File: config.mk
export PLATFORM = sky130hd
export DESIGN_NAME = alst_ctrl
export DESIGN_NICKNAME = d
export VERILOG_FILES = /design/src/sv/alst_pkg.sv /design/src/sv/alst_ctrl.sv
export SDC_FILE = /design/constraint.sdc
export NUM_CORES = 1
export LEC_CHECK = 0
export BUFFER_PORTS_ARGS = -buffer_cell sky130_fd_sc_hd__buf_2
export CAP_MARGIN = 20
export CELL_PAD_IN_SITES_DETAIL_PLACEMENT = 0
export CELL_PAD_IN_SITES_GLOBAL_PLACEMENT = 1
export CORE_AREA = 2 2 39 41
export CTS_CLUSTER_SIZE = 40
export DETAILED_ROUTE_END_ITERATION = 16
export DIE_AREA = 0 0 41 43
export PLACE_DENSITY = 0.55
export SLEW_MARGIN = 20
export SYNTH_ARGS = -nofsm -noshare
export SYNTH_HDL_FRONTEND = slang
export SYNTH_SLANG_ARGS = --single-unit
File: constraint.sdc
create_clock -name clk -period 4.1 [get_ports clk]
set_input_delay 0.82 -clock clk [delete_from_list [all_inputs] [get_ports clk]]
set_output_delay 0.82 -clock clk [all_outputs]
set_load 0.1 [all_outputs]
File: src/sv/alst_pkg.sv
// ----------------------------------------------------------------------------
// alst_pkg
// Shared constants, codes and control types of the array list engine.
// ----------------------------------------------------------------------------
`default_nettype none

package alst_pkg;

	localparam int CAPACITY = 128;
	localparam int ADDR_W   = (CAPACITY > 1) ? $clog2(CAPACITY) : 1;
	localparam int CNT_W    = $clog2(CAPACITY + 1);
	// common width for comparing the 7-bit index field against the count
	localparam int CMP_W    = (CNT_W > 7) ? CNT_W : 7;

	// request codes
	localparam logic [2:0] OP_APPEND   = 3'd0;
	localparam logic [2:0] OP_DEL_LAST = 3'd1;
	localparam logic [2:0] OP_DEL_AT   = 3'd2;
	localparam logic [2:0] OP_SEARCH   = 3'd3;
	localparam logic [2:0] OP_DEL_EQ   = 3'd4;
	localparam logic [2:0] OP_READ     = 3'd5;
	localparam logic [2:0] OP_CLEAR    = 3'd6;

	// status codes
	localparam logic [2:0] ST_OK       = 3'd0;
	localparam logic [2:0] ST_FULL     = 3'd1;
	localparam logic [2:0] ST_EMPTY    = 3'd2;
	localparam logic [2:0] ST_RANGE    = 3'd3;
	localparam logic [2:0] ST_NOTFOUND = 3'd4;

	typedef enum logic [1:0] {
		S_IDLE,
		S_EXEC,
		S_SWEEP,
		S_FIN
	} alst_state_t;

	// controller -> datapath
	typedef struct packed {
		logic capture;   // latch the request
		logic exec;      // single-cycle part of the operation
		logic step;      // one memory sweep cycle
		logic commit;    // final count/status update after a sweep
		logic load_out;  // load the output register
	} alst_cmd_t;

	// datapath -> controller
	typedef struct packed {
		logic needs_sweep;
		logic sweep_done;
		logic out_free;
	} alst_sts_t;

endpackage

`default_nettype wire

File: src/sv/alst_ctrl.sv
// ----------------------------------------------------------------------------
// alst_ctrl
// Sequencer: accept, execute, optional memory sweep, deliver result.
// ----------------------------------------------------------------------------
`default_nettype none

module alst_ctrl (
	input  wire logic             clk,
	input  wire logic             arst_n,
	input  wire logic             s_tvalid,
	output logic                  s_tready,
	input  wire alst_pkg::alst_sts_t sts,
	output alst_pkg::alst_cmd_t   cmd
);
	import alst_pkg::*;

	alst_state_t state_q;
	alst_state_t state_nxt;

	always_ff @(posedge clk or negedge arst_n) begin
		if (!arst_n) begin
			state_q <= S_IDLE;
		end else begin
			state_q <= state_nxt;
		end
	end

	always_comb begin
		state_nxt = state_q;
		case (state_q)
			S_IDLE: begin
				if (s_tvalid) state_nxt = S_EXEC;
			end
			S_EXEC: begin
				state_nxt = sts.needs_sweep ? S_SWEEP : S_FIN;
			end
			S_SWEEP: begin
				if (sts.sweep_done) state_nxt = S_FIN;
			end
			S_FIN: begin
				if (sts.out_free) state_nxt = S_IDLE;
			end
			default: state_nxt = S_IDLE;
		endcase
	end

	always_comb begin
		cmd      = '0;
		s_tready = 1'b0;
		case (state_q)
			S_IDLE: begin
				s_tready    = 1'b1;
				cmd.capture = s_tvalid;
			end
			S_EXEC: begin
				cmd.exec = 1'b1;
			end
			S_SWEEP: begin
				cmd.step   = 1'b1;
				cmd.commit = sts.sweep_done;
			end
			S_FIN: begin
				cmd.load_out = sts.out_free;
			end
			default: begin
				cmd = '0;
			end
		endcase
	end

endmodule

`default_nettype wire

# Word level (Yosys, flattened, before mapping)
# Cells that the tools add are included.
# totals
register_bits	2
out_inout_bits	6
# op_classes
eq_ne	6
n_reduce_logical	2
n_mux	10
# op_table
cell	count
$mux W2	4
$pmux W2 S4	1
$ne A2 B2 Y1 const B	3
$mux W1	5
$eq A2 B2 Y1 const B	2
$reduce_and A3 Y1	1
$eq A2 B1 Y1 const B	1
$logic_not A2 Y1	1

# Longest topological paths before layout
# Gate-level depths: netlist of the first run.
# logic_depth
ltp_word	3
mapped_depth	5
depth_no_buf	5

# Worst setup path after synthesis of the first run
# Ideal clock, no wire load.
# synth_timing
path_type	reg-to-output
from	register state_q[0]
to	output port cmd[4] (netlist name)
required_time_ns	3.280
path_slack_ns	1.082
t_arrival_ns	2.198
n_path_buf	0
stages_incl_launch_ff	4
cell_sequence	dfrtp_1 > inv_1 > ha_1 > and2_1
# synth_rtl
element	line	source
start: declaration	alst_ctrl.sv:17	alst_state_t state_q;
start signal: assignment	alst_ctrl.sv:24	state_q <= state_nxt;
end: declaration	alst_ctrl.sv:13	output alst_pkg::alst_cmd_t cmd

==> out/metrics.cfg, run 1 <==
[synth]
yosysTopAreaCellShare_pct = 24.8
yosys.area.top_type = dfrtp_1
synth_common_cells = ha_1 (4), nand2b_1 (4), and2_1 (2), dfrtp_1 (2), inv_1 (2)
syn-num-nets = 30
avgSynthCellArea_um2 = 10.1
synthArstFlopShare_pct = 100
yosys_most_used_dff = dfrtp_1
netlist-cell-type-count = 11
synth_edf_count = 0
synth_xor_xnor_area_share_pct = 0
yosysSeqAreaShare_pct = 24.8
synth-seq-cells = 2
synth_simple_gate_area_share_pct = 29.8
synthTopCellsByArea = dfrtp_1 (25%), ha_1 (25%), nand2b_1 (12%)
synth_cells = 20
synth_compound_area_share_pct = 9.32
synth_top_family_by_area = simple AND/OR/NAND/NOR gates
synth_fa_ha_area_share_pct = 24.8
ys_warn_count = 0
muxShareOfSynthArea_pct = 7.45
syn_area_um2 = 201

[job]
cap_violations = 0

[critical_path]
critical-path-max-stage-delay_ps = 420
critPathRequiredTime_ps = 3280
cp_slowest_cell = dfrtp_1
critPathLaunch = state_q[0]
crit_path_start_kind = flop
r2r-start = state_q[0]
crit_arrival_ps = 1520
end_kind = output pin
path_class = flop to output pin
cp_max_fo = 6
cp_cell_sequence = inv_1 > ha_1 > and2_1 > buf_2

[floorplan]
core_um2 = 1380
die_w_um = 41
dieArea_um2 = 1760
rows = 14
start_util_pct = 14.6
die_height_um = 43
ios = 12

[clocking]
clk_pin_slew_ps = 30
cts_buffer_depth = 2
postCtsResizedCells = 0
cts.sinks = 2
insertion_delay_ps = 220
htreeDepth = 1
cts.hold.buffers_added = 0
post-cts-setup-buffers = 0
cts_root_buf = clkbuf_4
cts_buffers = 3
tritoncts = done

[global_route]
track_usage_pct = 5.92
grt_pass1_vias = 191
grt_overflow = 0
grt_antenna_before_repair = 0
grt_pass1_wl_um = 655
grt_max_degree = 7

[drt]
wl_per_cell_um = 8.24
drc = 0
vias_per_cell = 3.86
initialDrtViolationCount = 2
drt_pass1_iterations = 4
drtAntennaViolNets = 0
num_vias = 193
wirelength_um = 412

[place]
io_buffers = 11
hpwlAfterDp_um = 331
dp_slack_ps = 1840
gp_congestion = 0.641
placed_cell_area_um2 = 277

[cells_and_area]
reg.largest.list = state_q: 2 flops
largest_reg_flops = 2
n_fill_cell = 154
nets = 46
area_growth_syn_to_layout_pct = 48.4
diodes = 0
drive_gt1_share_pct = 52.9
postLayoutCellArea_um2 = 299
largest-register = state_q

[timing]
setup_viol = 0
hold_violations = 0
holdWs_ps = 377
max_freq_mhz = 428
finalCriticalPeriod_ps = 2340
slew_headroom_pct = 67.7
skew_ps = 0.994
slew_violations = 0
tightestPinTransition_ps = 488
timing.final.crit_share_pct = 57.1
worst_slack_ps = 1760
rsz0062_at_grt = no
fin_tns_setup_ps = 0

[hold_path]
holdCritPathClass = input port to async pin

[outcome]
status = complete, no violations

## final cells by class
class                      count  area (um2)  share of cell area [%]
multi-input combinational     16         144                    48.1
timing repair buffer          11        55.1                    18.4
sequential                     2        50.0                    16.7
clock buffer                   3        22.5                    7.53
tap                           16        20.0                    6.69
inverter                       2        7.51                    2.51
## cell families (layout without fill, tap and decap cells)
| group | after synthesis | after routing |
|---|---|---|
| adder cells (fa/ha/maj) | 4 | 4 |
| AO/OA/AOI/OAI | 2 | 2 |
| buffers and inverters | 2 | 16 |
| AND/OR/NAND/NOR | 9 | 9 |
| flip-flops | 2 | 2 |
| multiplexers | 1 | 1 |
## routing by layer
| layer | global-route usage, % | wire (um) | vias to the layer above |
|---|---|---|---|
| met2 | 7.81 | 184 | 10 |
| met5 | 0 | 0 | - |
| met3 | 3.14 | 55 | 0 |
| met4 | 6.00 | 0 | 0 |
| met1 | 6.11 | 172 | 85 |
| li1 | - | - | 98 |
## through the flow
step / util [%] / instances
5_1_grt: 21.6 / 50
3_3_place_gp: 20.0 / 47
3_5_place_dp: 20.0 / 47
6_report: 21.6 / 50
4_1_cts: 21.6 / 50
2_1_floorplan: - / 20
## worst max-delay path, delay by kind of cell (launching register included)
family	cells	cell delay (ps)
fa+ha+maj	1	220
buf+inv	2	510
flops	1	420
simple gates	1	140
## layout by cell type, fill, tap and decap left out
cell type | netlist | routed
and3_4 | 1 | 1
buf_2 | 0 | 11
mux2_4 | 1 | 1
dfrtp_1 | 2 | 2
inv_1 | 2 | 2
ha_1 | 4 | 4
o22a_2 | 1 | 1
and2_1 | 2 | 2
clkbuf_4 | 0 | 3
nor2_1 | 1 | 1
and2_2 | 1 | 1
nand2b_1 | 4 | 4
a41oi_1 | 1 | 1
## worst paths after layout
kind	to	slack [ps]	cells after the start
min reg2reg	state_q[0]	610	1
max reg2reg	state_q[1]	2650	5
min in group clk	state_q[0]	610	1
max in group asynchronous	state_q[1]	3630	1
max	cmd[4]	1760	4
min	state_q[0]	380	1
Power of run 1 is left out: the tool's default activity adds up to more than one toggle a clock period on the data nets, which glitch-free logic cannot reach.
==> inputs of run 2 (changes only) <==
- ABC_AREA: default -> 1
- PLACE_DENSITY: 0.55 -> 0.63
- clock period: 4.1 -> 1.95 ns (I/O delays scaled with it)
==> out/metrics.cfg, run 2 <==
[clocking]
cts.sinks = 2  ; unchanged
insertion_delay_ps = 220  ; about the same
cts.hold.buffers_added = 1  ; was 0
cts_root_buf = clkbuf_4  ; unchanged
clk_pin_slew_ps = 30  ; about the same
tritoncts = done  ; unchanged
post-cts-setup-buffers = 0  ; unchanged
cts_buffers = 3  ; unchanged
cts_buffer_depth = 2  ; unchanged
postCtsResizedCells = 0  ; unchanged
htreeDepth = 1  ; unchanged

[synth]
syn-num-nets = 45  ; was 30
avgSynthCellArea_um2 = 6.58  ; was 10.1 um2
netlist-cell-type-count = 8  ; was 11
yosys_most_used_dff = dfrtp_1  ; unchanged
synth-seq-cells = 2  ; unchanged
syn_area_um2 = 230  ; was 201 um2
synth_cells = 35  ; was 20
synthArstFlopShare_pct = 100  ; unchanged
synth_edf_count = 0  ; unchanged
yosys.area.top_type = dfrtp_1  ; unchanged
synthTopCellsByArea = dfrtp_1 (22%), ha_1 (22%), inv_1 (16%)  ; was dfrtp_1 (25%), ha_1 (25%), nand2b_1 (12%)
synth_common_cells = inv_1 (10), nand2_1 (10), ha_1 (4), nand2_2 (4), nand3_1 (3)  ; was ha_1 (4), nand2b_1 (4), and2_1 (2), dfrtp_1 (2), inv_1 (2)
yosysSeqAreaShare_pct = 21.7  ; was 24.8%
ys_warn_count = 0  ; unchanged
yosysTopAreaCellShare_pct = 21.7  ; was 24.8%

[place]
hpwlAfterDp_um = 416  ; was 331 um
gp_congestion = 0.732  ; was 0.641
io_buffers = 11  ; unchanged

[cells_and_area]
diodes = 0  ; unchanged
n_fill_cell = 157  ; was 154
reg.largest.list = state_q: 2 flops  ; unchanged
final_common_cell = nand2_1  ; was buf_2
largest-register = state_q  ; unchanged
drive_gt1_share_pct = 48.0  ; was 52.9%
nets = 62  ; was 46
final_core_util_pct = 27.5  ; was 21.6%
largest_reg_flops = 2  ; unchanged
final_cell_mix = nand2_1 (10), buf_2 (9), inv_1 (8)  ; was buf_2 (11), nand2b_1 (4), ha_1 (4)
area_growth_syn_to_layout_pct = 65.2  ; was 48.4%

[floorplan]
die_w_um = 41  ; unchanged
ios = 12  ; unchanged
dieArea_um2 = 1760  ; unchanged
die_height_um = 43  ; unchanged
rows = 14  ; unchanged
core_um2 = 1380  ; unchanged
start_util_pct = 16.6  ; was 14.6%

[global_route]
grt_pass1_vias = 250  ; was 191
grt_overflow = 0  ; unchanged
grt_antenna_before_repair = 0  ; unchanged
grt_max_degree = 6  ; was 7
grt_pass1_wl_um = 848  ; was 655 um
track_usage_pct = 7.93  ; was 5.92%

[timing]
timing.final.crit_share_pct = 91.6
slew_violations = 0  ; unchanged
max_freq_mhz = 560
setup_viol = 0  ; unchanged
rsz0062_at_grt = no  ; unchanged
slew_headroom_pct = 68.0  ; was 67.7%
skew_ps = 0.0628  ; was 0.994 ps
finalCriticalPeriod_ps = 1790
hold_violations = 0  ; unchanged
tightestPinTransition_ps = 484  ; was 488 ps

[hold_path]
holdCritPathClass = input port to async pin  ; unchanged

[critical_path]
critPathRequiredTime_ps = 1560  ; was 3280 ps
path_class = flop to output pin  ; unchanged
crit_family = buffers and inverters  ; unchanged
end_kind = output pin  ; unchanged
crit_path_start_kind = flop  ; unchanged
cp_num_buf_inv = 2  ; unchanged
cp_max_fo = 5  ; was 6
cp_slowest_cell = buf_2  ; was dfrtp_1
critical-path-max-stage-delay_ps = 430  ; was 420 ps
cp_cell_sequence = inv_1 > ha_2 > buf_2  ; was inv_1 > ha_1 > and2_1 > buf_2
crit_arrival_ps = 1400  ; was 1520 ps

[drt]
wirelength_um = 478  ; was 412 um
drt_pass1_iterations = 4  ; unchanged
drc = 0  ; unchanged
drtAntennaViolNets = 0  ; unchanged
wl_per_cell_um = 7.24  ; was 8.24 um
vias_per_cell = 3.59  ; was 3.86
num_vias = 237  ; was 193
initialDrtViolationCount = 4  ; was 2

[job]
cap_violations = 0  ; unchanged

[outcome]
status = complete, no violations  ; unchanged

==> run 2: cell types whose count changed after synthesis, moves of 2 or more <==
cell,change
nand3_1,+3
nand2b_1,-4
and2_1,-2
inv_1,+8
nand2_1,+10
nand2_2,+4
==> run 2: metrics by stage <==
stage	hold slack, ps	cells	cell area, um2	setup slack, ps	setup TNS [ps]
after floorplan	94.4	35	243	-42.1	-62.7
after global placement	177	62	348	393	0
after detailed placement	177	62	348	387	0
after CTS	462	66	380	142	0
after global routing	508	66	380	90.2	0
final	475	66	380	165	0
==> run 2: layout make-up <==
| type | instances | area [um2] | share of cell area (%) |
|---|---|---|---|
| clock buffer | 3 | 22.5 | 5.92 |
| inverter | 11 | 48.8 | 12.8 |
| multi-input combinational | 22 | 144 | 37.8 |
| sequential | 2 | 50.0 | 13.2 |
| tap | 16 | 20.0 | 5.26 |
| timing repair buffer | 12 | 95.1 | 25.0 |
==> run 2: logic make-up after synthesis <==
group | after synthesis | synth area share, %
adders and majority gates | 4 | 21.7
and+or+nand+nor | 18 | 38.6
DFF | 2 | 21.7
buffers and inverters | 11 | 17.9
==> run 2: worst paths after layout <==
kind | slack, ps | cells after the start | to | from
worst max-delay path | 160 | 3 | s_tready | state_q[0]
worst min-delay path | 480 | 2 | state_q[0] | arst_n
worst max register to register | 820 | 6 | state_q[0] | state_q[0]
worst min register to register | 560 | 2 | state_q[1] | state_q[1]
max in group asynchronous | 1380 | 2 | state_q[1] | arst_n
min in group clk | 540 | 6 | state_q[0] | sts[2]
==> run 2: routing by layer <==
layer / part of all wire [%] / track usage, % / vias to the layer above
met1: 34 / 6.75 / 103
met4: 0 / 10.0 / 0
met3: 4.8 / 3.14 / 0
met2: 61 / 11.6 / 6
met5: 0 / 0 / -
li1: - / - / 128
Power of run 2 is left out for the same reason.
==> inputs of run 3 (changes only) <==
- RECOVER_POWER: default -> 100
==> out/metrics.cfg, run 3 (same netlist as run 2, synthesis figures left out) <==
[timing]
fin_tns_setup_ps = 0  ; unchanged
timing.final.crit_share_pct = 92.8  ; was 91.6%
finalCriticalPeriod_ps = 1810  ; was 1790 ps
slew_headroom_pct = 64.1  ; was 68.0%
max_freq_mhz = 553  ; was 560 MHz
tightestPinTransition_ps = 540  ; was 484 ps
skew_ps = 0.0628  ; unchanged
hold_violations = 0  ; unchanged
slew_violations = 0  ; unchanged
setup_viol = 0  ; unchanged
rsz0062_at_grt = no  ; unchanged

[critical_path]
cp_cell_sequence = inv_1 > ha_1 > clkbuf_2  ; was inv_1 > ha_2 > buf_2
path_class = flop to output pin  ; unchanged
crit_arrival_ps = 1420  ; was 1400 ps
critPathRequiredTime_ps = 1560  ; about the same
crit_path_start_kind = flop  ; unchanged
r2r-start = state_q[0]  ; unchanged
critPathLaunch = state_q[0]  ; unchanged
crit_family = buffers and inverters  ; unchanged
cp_slowest_cell = clkbuf_2  ; was buf_2
end_kind = output pin  ; unchanged
critical-path-max-stage-delay_ps = 470  ; was 430 ps
cp_num_buf_inv = 2  ; unchanged
cp_max_fo = 5  ; unchanged

[drt]
wl_met2_um = 289  ; was 292 um
wirelength_um = 475  ; was 478 um
wl_met3_um = 29  ; was 23 um
highest_layer = met3  ; unchanged
initialDrtViolationCount = 1  ; was 4
drt_pass1_iterations = 4  ; unchanged
num_vias = 235  ; was 237
met1_length_um = 156  ; was 163 um
drc = 0  ; unchanged
drtAntennaViolNets = 0  ; unchanged
vias_per_cell = 3.56  ; was 3.59
wl_per_cell_um = 7.20  ; was 7.24 um

[cells_and_area]
final_common_cell = nand2_1  ; unchanged
reg.largest.list = state_q: 2 flops  ; unchanged
final_cell_mix = nand2_1 (11), inv_1 (8), buf_2 (5)  ; was nand2_1 (10), buf_2 (9), inv_1 (8)
largest-register = state_q  ; unchanged
area_growth_syn_to_layout_pct = 57.6  ; was 65.2%
drive_gt1_share_pct = 40.0  ; was 48.0%
n_fill_cell = 164  ; was 157
diodes = 0  ; unchanged
nets = 62  ; unchanged
largest_reg_flops = 2  ; unchanged

[global_route]
grt_max_degree = 6  ; unchanged
grt_pass1_wl_um = 848  ; unchanged
grt_antenna_before_repair = 0  ; unchanged
track_usage_pct = 7.93  ; unchanged
grt_overflow = 0  ; unchanged
grt_pass1_vias = 250  ; unchanged

[clocking]
cts_buffer_depth = 2  ; unchanged
post-cts-setup-buffers = 0  ; unchanged
postCtsResizedCells = 0  ; unchanged
tritoncts = done  ; unchanged
cts_root_buf = clkbuf_4  ; unchanged
cts.sinks = 2  ; unchanged
clk_pin_slew_ps = 30  ; about the same
cts_buffers = 3  ; unchanged
insertion_delay_ps = 220  ; about the same
htreeDepth = 1  ; unchanged

[place]
io_buffers = 11  ; unchanged
gp_congestion = 0.732  ; unchanged
hpwlAfterDp_um = 416  ; unchanged

[floorplan]
die_height_um = 43  ; unchanged
dieArea_um2 = 1760  ; unchanged
start_util_pct = 16.6  ; unchanged
ios = 12  ; unchanged
die_w_um = 41  ; unchanged
core_um2 = 1380  ; unchanged
rows = 14  ; unchanged

[job]
cap_violations = 0  ; unchanged

[hold_path]
holdCritPathClass = input port to async pin  ; unchanged

[outcome]
status = complete, no violations  ; unchanged

==> run 3: changes by cell type in the layout (fill, tap and decap cells not counted), sizes merged <==
cell and change:
clkbuf +4, buf -4
==> run 3: metrics by stage <==
step / hold WS [ps] / cell area, um2 / instances / util (%) / worst slack, ps
global route: 520 / 363 / 66 / 26.2 / 50.1
detailed placement: 177 / 348 / 62 / 25.1 / 387
CTS: 462 / 380 / 66 / 27.5 / 142
finish: 479 / 363 / 66 / 26.2 / 140
global placement: 177 / 348 / 62 / 25.1 / 393
floorplan: 94.4 / 243 / 35 / - / -42.1
==> run 3: area by class of cell <==
class | instances | area, um2 | share of cell area [%]
Timing Repair Buffer | 12 | 85.1 | 23.4
Tap cell | 16 | 20.0 | 5.52
Sequential cell | 2 | 50.0 | 13.8
Inverter | 11 | 48.8 | 13.4
Multi-Input combinational cell | 22 | 136 | 37.6
Clock buffer | 3 | 22.5 | 6.21
==> run 3: final timing paths <==
check / end / slack [ps] / depth (start not counted)
hold reg to reg: state_q[1] / 550 / 2
max in group asynchronous: state_q[1] / 1350 / 2
min in group clk: state_q[0] / 540 / 6
setup reg to reg: state_q[0] / 760 / 6
hold / removal: state_q[0] / 480 / 2
setup / recovery: cmd[2] / 140 / 3
==> run 3: layer usage <==
layer	up-vias	GRT usage, %
met3	0	3.14
met2	6	11.6
li1	128	-
met1	101	6.75
met4	0	10.0
met5	-	0
==> run 3: repair_timing <==
action,CTS,global route
hold buffers,1,0
endpoints found under the hold margin,2,0
setup endpoints to repair,0,0
Power of run 3 is left out for the same reason.
